## config.mk

```make
export PLATFORM = sky130hd
export DESIGN_NAME = multilevel_priority_ready_queue
export DESIGN_NICKNAME = d
export VERILOG_FILES = /design/src/hdl/mlprq_pkg.sv /design/src/hdl/mlprq_ram.sv /design/src/hdl/multilevel_priority_ready_queue.sv
export SDC_FILE = /design/constraint.sdc
export NUM_CORES = 1
export LEC_CHECK = 0
export ABC_AREA = 1
export BUFFER_PORTS_ARGS = -buffer_cell sky130_fd_sc_hd__clkbuf_2
export CAP_MARGIN = 20
export CORE_ASPECT_RATIO = 0.6
export CORE_MARGIN = 8
export CORE_UTILIZATION = 45
export DETAILED_ROUTE_END_ITERATION = 6
export GPL_TIMING_DRIVEN = 0
export PLACE_DENSITY = 0.7
export SETUP_SLACK_MARGIN = 0.05
export SLEW_MARGIN = 0
export SYNTH_ARGS = -nofsm -noshare
export SYNTH_HDL_FRONTEND = slang
export SYNTH_SLANG_ARGS = --single-unit
export TNS_END_PERCENT = 50
```

## constraint.sdc

```tcl
create_clock -name clock -period 4.09 [get_ports clock]
set_input_delay 1.227 -clock clock [delete_from_list [all_inputs] [get_ports clock]]
set_output_delay 1.227 -clock clock [all_outputs]
set_load 0.02 [all_outputs]
```

## src/hdl/mlprq_pkg.sv

```systemverilog
// Shared types, sizes and helpers of the multilevel priority ready queue.
package mlprq_pkg;

   localparam int NUM_LEVELS    = 4;
   localparam int LEVEL_DEPTH   = 16;
   localparam int ID_BITS       = 8;

   localparam int LEVEL_BITS    = (NUM_LEVELS > 1) ? $clog2(NUM_LEVELS) : 1;
   localparam int PTR_BITS      = (LEVEL_DEPTH > 1) ? $clog2(LEVEL_DEPTH) : 1;
   localparam int CNT_BITS      = $clog2(LEVEL_DEPTH + 1);
   localparam int SLOT_COUNT    = NUM_LEVELS * LEVEL_DEPTH;
   localparam int ADDR_BITS     = $clog2(SLOT_COUNT);

   localparam int OP_BITS       = 1;
   localparam int PROC_ID_BITS  = 8;
   localparam int PRIO_BITS     = 3;
   localparam int STATUS_BITS   = 2;
   localparam int QUANTUM_BITS  = 16;

   localparam logic [QUANTUM_BITS-1:0] QUANTUM_RESET = 16'd10;

   typedef enum logic [STATUS_BITS-1:0] {
      STATUS_OK         = 2'd0,
      STATUS_BAD_PRIO   = 2'd1,
      STATUS_NONE_READY = 2'd2,
      STATUS_LEVEL_FULL = 2'd3
   } status_type;

   typedef enum logic [OP_BITS-1:0] {
      OP_SCHEDULE = 1'b0,
      OP_DISPATCH = 1'b1
   } op_type;

   typedef enum logic {
      ST_IDLE,
      ST_READ
   } state_type;

   function automatic logic [PTR_BITS-1:0] ptr_next(input logic [PTR_BITS-1:0] p);
      logic [PTR_BITS-1:0] n;
      if (p == PTR_BITS'(LEVEL_DEPTH - 1)) begin
         n = '0;
      end else begin
         n = p + 1'b1;
      end
      return n;
   endfunction

   function automatic logic [ADDR_BITS-1:0] slot_addr(input logic [LEVEL_BITS-1:0] lvl,
                                                      input logic [PTR_BITS-1:0] p);
      return ADDR_BITS'(lvl) * ADDR_BITS'(LEVEL_DEPTH) + ADDR_BITS'(p);
   endfunction

endpackage

```

## src/hdl/mlprq_ram.sv

```systemverilog
// Generic simple dual-port RAM with one write port and a registered read port.
module mlprq_ram #(
   parameter int WIDTH = 8,
   parameter int DEPTH = 64
) (
   input  logic                     clock,
   input  logic                     wr_en,
   input  logic [$clog2(DEPTH)-1:0] wr_addr,
   input  logic [WIDTH-1:0]         wr_data,
   input  logic                     rd_en,
   input  logic [$clog2(DEPTH)-1:0] rd_addr,
   output logic [WIDTH-1:0]         rd_data
);

   logic [WIDTH-1:0] mem_ff [DEPTH];
   logic [WIDTH-1:0] rd_data_ff;

   always_ff @(posedge clock) begin
      if (wr_en) begin
         mem_ff[wr_addr] <= wr_data;
      end
      if (rd_en) begin
         rd_data_ff <= mem_ff[rd_addr];
      end
   end

   assign rd_data = rd_data_ff;

endmodule

```

## src/hdl/multilevel_priority_ready_queue.sv

```systemverilog
// Top level of the strict-priority multilevel FIFO ready queue.
// A schedule or a failed dispatch gives its result in the cycle after acceptance;
// a successful dispatch gives it after the store read state; no request is taken then.
// Throughput: one schedule per cycle while the result output is not stalled.
// Reset (synchronous): all levels empty, quantum 10; store contents stay undefined.
// No clearing pass: an item may be accepted in the first cycle after reset.
module multilevel_priority_ready_queue (
   input  logic                                   clock,
   input  logic                                   reset,
   input  logic                                   req_valid,
   output logic                                   req_stall,
   input  logic [mlprq_pkg::OP_BITS-1:0]          req_op,
   input  logic [mlprq_pkg::PROC_ID_BITS-1:0]     req_proc_id,
   input  logic [mlprq_pkg::PRIO_BITS-1:0]        req_prio_level,
   output logic                                   rsp_valid,
   input  logic                                   rsp_stall,
   output logic [mlprq_pkg::STATUS_BITS-1:0]      rsp_status,
   output logic                                   rsp_dispatched,
   output logic [mlprq_pkg::PROC_ID_BITS-1:0]     rsp_running_id,
   output logic [mlprq_pkg::QUANTUM_BITS-1:0]     rsp_ticks_loaded,
   input  logic                                   csr_wr_en,
   input  logic [mlprq_pkg::QUANTUM_BITS-1:0]     csr_wr_data
);

   localparam int NL = mlprq_pkg::NUM_LEVELS;

   mlprq_pkg::state_type                     state_ff, state_in;
   logic [mlprq_pkg::PTR_BITS-1:0]           head_ff [NL];
   logic [mlprq_pkg::PTR_BITS-1:0]           head_in [NL];
   logic [mlprq_pkg::PTR_BITS-1:0]           tail_ff [NL];
   logic [mlprq_pkg::PTR_BITS-1:0]           tail_in [NL];
   logic [mlprq_pkg::CNT_BITS-1:0]           count_ff [NL];
   logic [mlprq_pkg::CNT_BITS-1:0]           count_in [NL];
   logic [mlprq_pkg::QUANTUM_BITS-1:0]       quantum_ff;

   logic                                     rsp_valid_ff, rsp_valid_in;
   mlprq_pkg::status_type                    rsp_status_ff, rsp_status_in;
   logic                                     rsp_dispatched_ff, rsp_dispatched_in;
   logic [mlprq_pkg::PROC_ID_BITS-1:0]       rsp_running_id_ff, rsp_running_id_in;
   logic [mlprq_pkg::QUANTUM_BITS-1:0]       rsp_ticks_ff, rsp_ticks_in;

   logic                                     out_free;
   logic                                     take;
   logic                                     prio_bad;
   logic [mlprq_pkg::LEVEL_BITS-1:0]         lvl;
   logic                                     any_ready;
   logic [mlprq_pkg::LEVEL_BITS-1:0]         sel;

   logic                                     ram_wr_en;
   logic [mlprq_pkg::ADDR_BITS-1:0]          ram_wr_addr;
   logic [mlprq_pkg::ID_BITS-1:0]            ram_wr_data;
   logic                                     ram_rd_en;
   logic [mlprq_pkg::ADDR_BITS-1:0]          ram_rd_addr;
   logic [mlprq_pkg::ID_BITS-1:0]            ram_rd_data;

   mlprq_ram #(
      .WIDTH (mlprq_pkg::ID_BITS),
      .DEPTH (mlprq_pkg::SLOT_COUNT)
   ) u_store (
      .clock   (clock),
      .wr_en   (ram_wr_en),
      .wr_addr (ram_wr_addr),
      .wr_data (ram_wr_data),
      .rd_en   (ram_rd_en),
      .rd_addr (ram_rd_addr),
      .rd_data (ram_rd_data)
   );

   assign out_free  = !rsp_valid_ff || !rsp_stall;
   assign req_stall = !((state_ff == mlprq_pkg::ST_IDLE) && out_free);
   assign take      = req_valid && !req_stall;
   assign prio_bad  = 32'(req_prio_level) >= 32'(mlprq_pkg::NUM_LEVELS);
   assign lvl       = req_prio_level[mlprq_pkg::LEVEL_BITS-1:0];

   always_comb begin
      any_ready = 1'b0;
      sel       = '0;
      for (int i = NL - 1; i >= 0; i--) begin
         if (count_ff[i] != '0) begin
            any_ready = 1'b1;
            sel       = mlprq_pkg::LEVEL_BITS'(i);
         end
      end
   end

   always_comb begin
      state_in          = state_ff;
      head_in           = head_ff;
      tail_in           = tail_ff;
      count_in          = count_ff;
      rsp_valid_in      = rsp_valid_ff && rsp_stall;
      rsp_status_in     = rsp_status_ff;
      rsp_dispatched_in = rsp_dispatched_ff;
      rsp_running_id_in = rsp_running_id_ff;
      rsp_ticks_in      = rsp_ticks_ff;
      ram_wr_en         = 1'b0;
      ram_wr_addr       = mlprq_pkg::slot_addr(lvl, tail_ff[lvl]);
      ram_wr_data       = mlprq_pkg::ID_BITS'(req_proc_id);
      ram_rd_en         = 1'b0;
      ram_rd_addr       = mlprq_pkg::slot_addr(sel, head_ff[sel]);

      case (state_ff)
         mlprq_pkg::ST_IDLE: begin
            if (take) begin
               rsp_dispatched_in = 1'b0;
               rsp_running_id_in = '0;
               rsp_ticks_in      = '0;
               if (req_op == mlprq_pkg::OP_SCHEDULE) begin
                  rsp_valid_in = 1'b1;
                  if (prio_bad) begin
                     rsp_status_in = mlprq_pkg::STATUS_BAD_PRIO;
                  end else if (count_ff[lvl] == mlprq_pkg::CNT_BITS'(mlprq_pkg::LEVEL_DEPTH)) begin
                     rsp_status_in = mlprq_pkg::STATUS_LEVEL_FULL;
                  end else begin
                     rsp_status_in  = mlprq_pkg::STATUS_OK;
                     ram_wr_en      = 1'b1;
                     tail_in[lvl]   = mlprq_pkg::ptr_next(tail_ff[lvl]);
                     count_in[lvl]  = count_ff[lvl] + 1'b1;
                  end
               end else if (!any_ready) begin
                  rsp_valid_in  = 1'b1;
                  rsp_status_in = mlprq_pkg::STATUS_NONE_READY;
               end else begin
                  ram_rd_en     = 1'b1;
                  head_in[sel]  = mlprq_pkg::ptr_next(head_ff[sel]);
                  count_in[sel] = count_ff[sel] - 1'b1;
                  state_in      = mlprq_pkg::ST_READ;
               end
            end
         end
         mlprq_pkg::ST_READ: begin
            rsp_valid_in      = 1'b1;
            rsp_status_in     = mlprq_pkg::STATUS_OK;
            rsp_dispatched_in = 1'b1;
            rsp_running_id_in = mlprq_pkg::PROC_ID_BITS'(ram_rd_data);
            rsp_ticks_in      = quantum_ff;
            state_in          = mlprq_pkg::ST_IDLE;
         end
         default: begin
            state_in = mlprq_pkg::ST_IDLE;
         end
      endcase
   end

   always_ff @(posedge clock) begin
      if (reset) begin
         state_ff     <= mlprq_pkg::ST_IDLE;
         rsp_valid_ff <= 1'b0;
         quantum_ff   <= mlprq_pkg::QUANTUM_RESET;
         for (int i = 0; i < NL; i++) begin
            head_ff[i]  <= '0;
            tail_ff[i]  <= '0;
            count_ff[i] <= '0;
         end
      end else begin
         state_ff     <= state_in;
         rsp_valid_ff <= rsp_valid_in;
         head_ff      <= head_in;
         tail_ff      <= tail_in;
         count_ff     <= count_in;
         if (csr_wr_en) begin
            quantum_ff <= csr_wr_data;
         end
      end
   end

   always_ff @(posedge clock) begin
      rsp_status_ff     <= rsp_status_in;
      rsp_dispatched_ff <= rsp_dispatched_in;
      rsp_running_id_ff <= rsp_running_id_in;
      rsp_ticks_ff      <= rsp_ticks_in;
   end

   assign rsp_valid        = rsp_valid_ff;
   assign rsp_status       = rsp_status_ff;
   assign rsp_dispatched   = rsp_dispatched_ff;
   assign rsp_running_id   = rsp_running_id_ff;
   assign rsp_ticks_loaded = rsp_ticks_ff;

   a_read_one_cycle: assert property (@(posedge clock) disable iff (reset)
      state_ff == mlprq_pkg::ST_READ |=> state_ff == mlprq_pkg::ST_IDLE)
      else $error("store read state held for more than one cycle");

   a_read_out_empty: assert property (@(posedge clock) disable iff (reset)
      state_ff == mlprq_pkg::ST_READ |-> !rsp_valid_ff)
      else $error("result register occupied while store read data returns");

   a_rd_then_load: assert property (@(posedge clock) disable iff (reset)
      ram_rd_en |=> state_ff == mlprq_pkg::ST_READ)
      else $error("store read issued without entering the read state");

   a_disp_ok: assert property (@(posedge clock) disable iff (reset)
      rsp_valid_ff && rsp_dispatched_ff |-> rsp_status_ff == mlprq_pkg::STATUS_OK)
      else $error("dispatched item carries a failure status");

   a_no_wr_rd: assert property (@(posedge clock) disable iff (reset)
      !(ram_wr_en && ram_rd_en))
      else $error("store written and read by the same item");

endmodule
```

==> impl_metrics.yaml <==
floorplanning:
  coreArea_mm2: 0.0610
  initial_core_util_pct: 45.6
  fp-row-count: 70
  die_h_um: 209
  die_x_um: 337
  die_area_mm2: 0.0704
  ios: 62
sta:
  slew_viol_final: 0
  setup_viol: 0
  fin_skew_ns: 0.0334
  period_needed_ns: 3.96
  worst_pin_slew_ns: 1.20
  rsz0062_at_grt: "yes"
  clock.fmax_mhz: 253
  finalCritPeriodShare_pct: 96.8
  final_hold_viol_count: 0
  slew_headroom_pct: 19.9
  fin_hold_ws_ns: 0.441
min_path:
  min_from: "state_ff$_SDFF_PP0_"
  hold_class: "flop to flop"
cts:
  clockBufferDepth: 3
  cts-buffers-inserted: 55
  hold_buffers: 0
  clk_latency_ns: 0.64
  cts_max_level: 2
  clock-root-buffer: "clkbuf_16"
  clock_sinks: 617
  clk_pin_slew_ns: 0.07
  cts_tree: "built"
critical_path:
  start_kind: "flop"
  crit_buf_inv: 4
  cp_common_cell: "nand2_1"
  cpPeakStageDelay_ns: 0.44
  path_cells: "inv_1 -> nand2_1 -> nor2_1 -> nand2_1 -> nand2_2 -> nand2_4 -> nand2_1 -> nand2_1 -> nand2_1 -> buf_2 -> buf_2 -> nand3b_1 -> nand3_1 -> nand3_1 -> nand3_1 -> nand2_1 -> nand2_1 -> nand2_1 -> inv_1 -> nand2_1"
  path_max_fanout: 10
  r2r-start: "count_ff[8]$_SDFFE_PP0P_"
  crit_slowest_cell: "buf_2"
  crit_arrival_ns: 4.31
  cp.required_ns: 4.44
  crit_family: "simple AND/OR/NAND/NOR gates"
  end_kind: "flop"
  path_class: "flop to flop"
  startpoint: "count_ff[8]$_SDFFE_PP0P_"
logic_synthesis:
  yosys_warnings: 0
  ys_ff_latch: 617
  yosysTopAreaCellShare_pct: 58.9
  synthTopCellsByArea: "edfxtp_1, nand3_1, nand3b_1"
  synth_common_cells: "edfxtp_1, nand3_1, nand2_1"
  syn_inst: 2723
  postSynthAreaPerCell_um2: 10.2
  synth_area_mm2: 0.0279
  async_reset_ff_share_pct: 0
  synth_edf_count: 547
  yosysTopAreaCell: "edfxtp_1"
  synth_most_common_cell: "edfxtp_1"
  ys_types: 35
  synth_flop_cell: "edfxtp_1"
  synth_fp_nets: 2761
  seq_area_frac_synth_pct: 64.0
placed_design:
  post-dp-hpwl_mm: 58.8
  io_buffers: 60
  gp_congestion: 1.01
global_route:
  overflow: 0
  antenna_found_initial: 0
  grt_pass1_wl_mm: 124
  grt_max_degree: 65
  grtUsageTotal_pct: 23.3
  grt_pass1_vias: 20000
detailed_routing:
  drt_iter0_drc: 3101
  wirelength_mm: 84.3
  dr.pass1.iters: 6
  wl_per_cell_um: 22.5
  drc: 0
  ant_nets: 0
  viasPerCell: 5.69
  vias: 21300
outcome:
  outcome: "finished, final reports clean"
cells_and_area:
  area_delta_synth_final_pct: 16.0
  n_antenna_cell: 0
  drive_above_1_share_pct: 13.8
  fin_nets: 2909
flow_run:
  cap_viol_max_count: 0
-- state kept, by name, indices dropped and copies added (netlist names) --
name,flops
rsp_ticks_loaded,16
rsp_status,2
tail_ff,16
count_ff,20
u_store.rd_data,8
head_ff,16
quantum_ff,16
rsp_running_id,8
rsp_valid,1
rsp_dispatched,1
u_store.mem_ff,512
state_ff,1
-- path summary, 6_finish.rpt --
check / to / slack (ns) / depth (start not counted)
worst max-delay path: u_store.rd_data[3]$_DFFE_PP_ / 0.13 / 20
worst min-delay path: rsp_dispatched$_DFFE_PP_ / 0.44 / 0
worst max register to register: u_store.rd_data[3]$_DFFE_PP_ / 0.13 / 20
worst min register to register: rsp_dispatched$_DFFE_PP_ / 0.44 / 0
-- routing by layer --
metal	share of wire [%]	GRT usage, %	vias to the layer above
met5	0.053	0	-
met4	2.1	5.41	2
met3	14	7.13	142
met2	40	31.8	1296
met1	44	35.7	10300
li1	-	-	9526
-- final cells by class --
| class | instances | area, um2 |
|---|---|---|
| fill | 5246 | 28700 |
| sequential | 617 | 17800 |
| multi-input combinational | 1547 | 8400 |
| inverter | 413 | 1560 |
| clock buffer | 67 | 1440 |
| tap | 828 | 1040 |
| timing repair buffer | 91 | 957 |
| buffer | 146 | 739 |
| clock inverter | 37 | 373 |
-- cell usage in the layout, fill, tap and decap left out, drive strengths merged --
cell type	instances
clkinvlp	4
a22oi	3
o22ai	20
edfxtp	547
clkinv	27
xor2	1
dfxtp	70
nand3	488
nand3b	243
clkbuf	158
nand4	3
buf	146
bufinv	6
ha	5
inv	413
nand2	464
xnor2	4
o21ai	65
o211ai	2
a31oi	1
o21a	4
a21oi	63
nor3	5
nor2	176
-- what timing repair did --
action | 4_1_cts | 5_1_grt
setup endpoints to repair | 516 | 540
pin swaps | 13 | 9
resized for setup | 153 | 18
setup buffers | 10 | 5
-- cell families after synthesis --
logic type / count (synthesis) / share of synthesized area, %
AO/OA/AOI/OAI: 158 / 3.08
adder cells (fa/ha/maj): 5 / 0.225
buffers and inverters: 559 / 8.16
XOR/XNOR: 5 / 0.157
AND/OR/NAND/NOR: 1379 / 24.4
flip-flops: 617 / 64.0
-- metrics by stage --
step | worst slack [ns] | util, % | cell area (um2) | std cells | setup TNS (ns)
final | 0.132 | 53.0 | 32300 | 3746 | 0
after global placement | -1.74 | 47.8 | 29200 | 3611 | -782.19
after global routing | 0.0264 | 53.0 | 32300 | 3746 | 0
after detailed placement | -1.75 | 48.2 | 29400 | 3619 | -788.91
after floorplan | 0.127 | - | 27900 | 2723 | 0
after CTS | 0.0176 | 52.4 | 32000 | 3733 | 0
-- worst register-to-register path, cell delays in order (launching register included) --
cell and delay [ns]:
dfxtp_1 0.39, inv_1 0.09, nand2_1 0.05, nor2_1 0.29, nand2_1 0.19, nand2_2 0.18, nand2_4 0.12, nand2_1 0.10
nand2_1 0.06, nand2_1 0.35, buf_2 0.45, buf_2 0.36, nand3b_1 0.11, nand3_1 0.11, nand3_1 0.14, nand3_1 0.28
nand2_1 0.10, nand2_1 0.08, nand2_1 0.11, inv_1 0.08, nand2_1 0.08
Power is not shown: default switching activity piles up to over one toggle a cycle in this logic, so the estimate is an artifact.
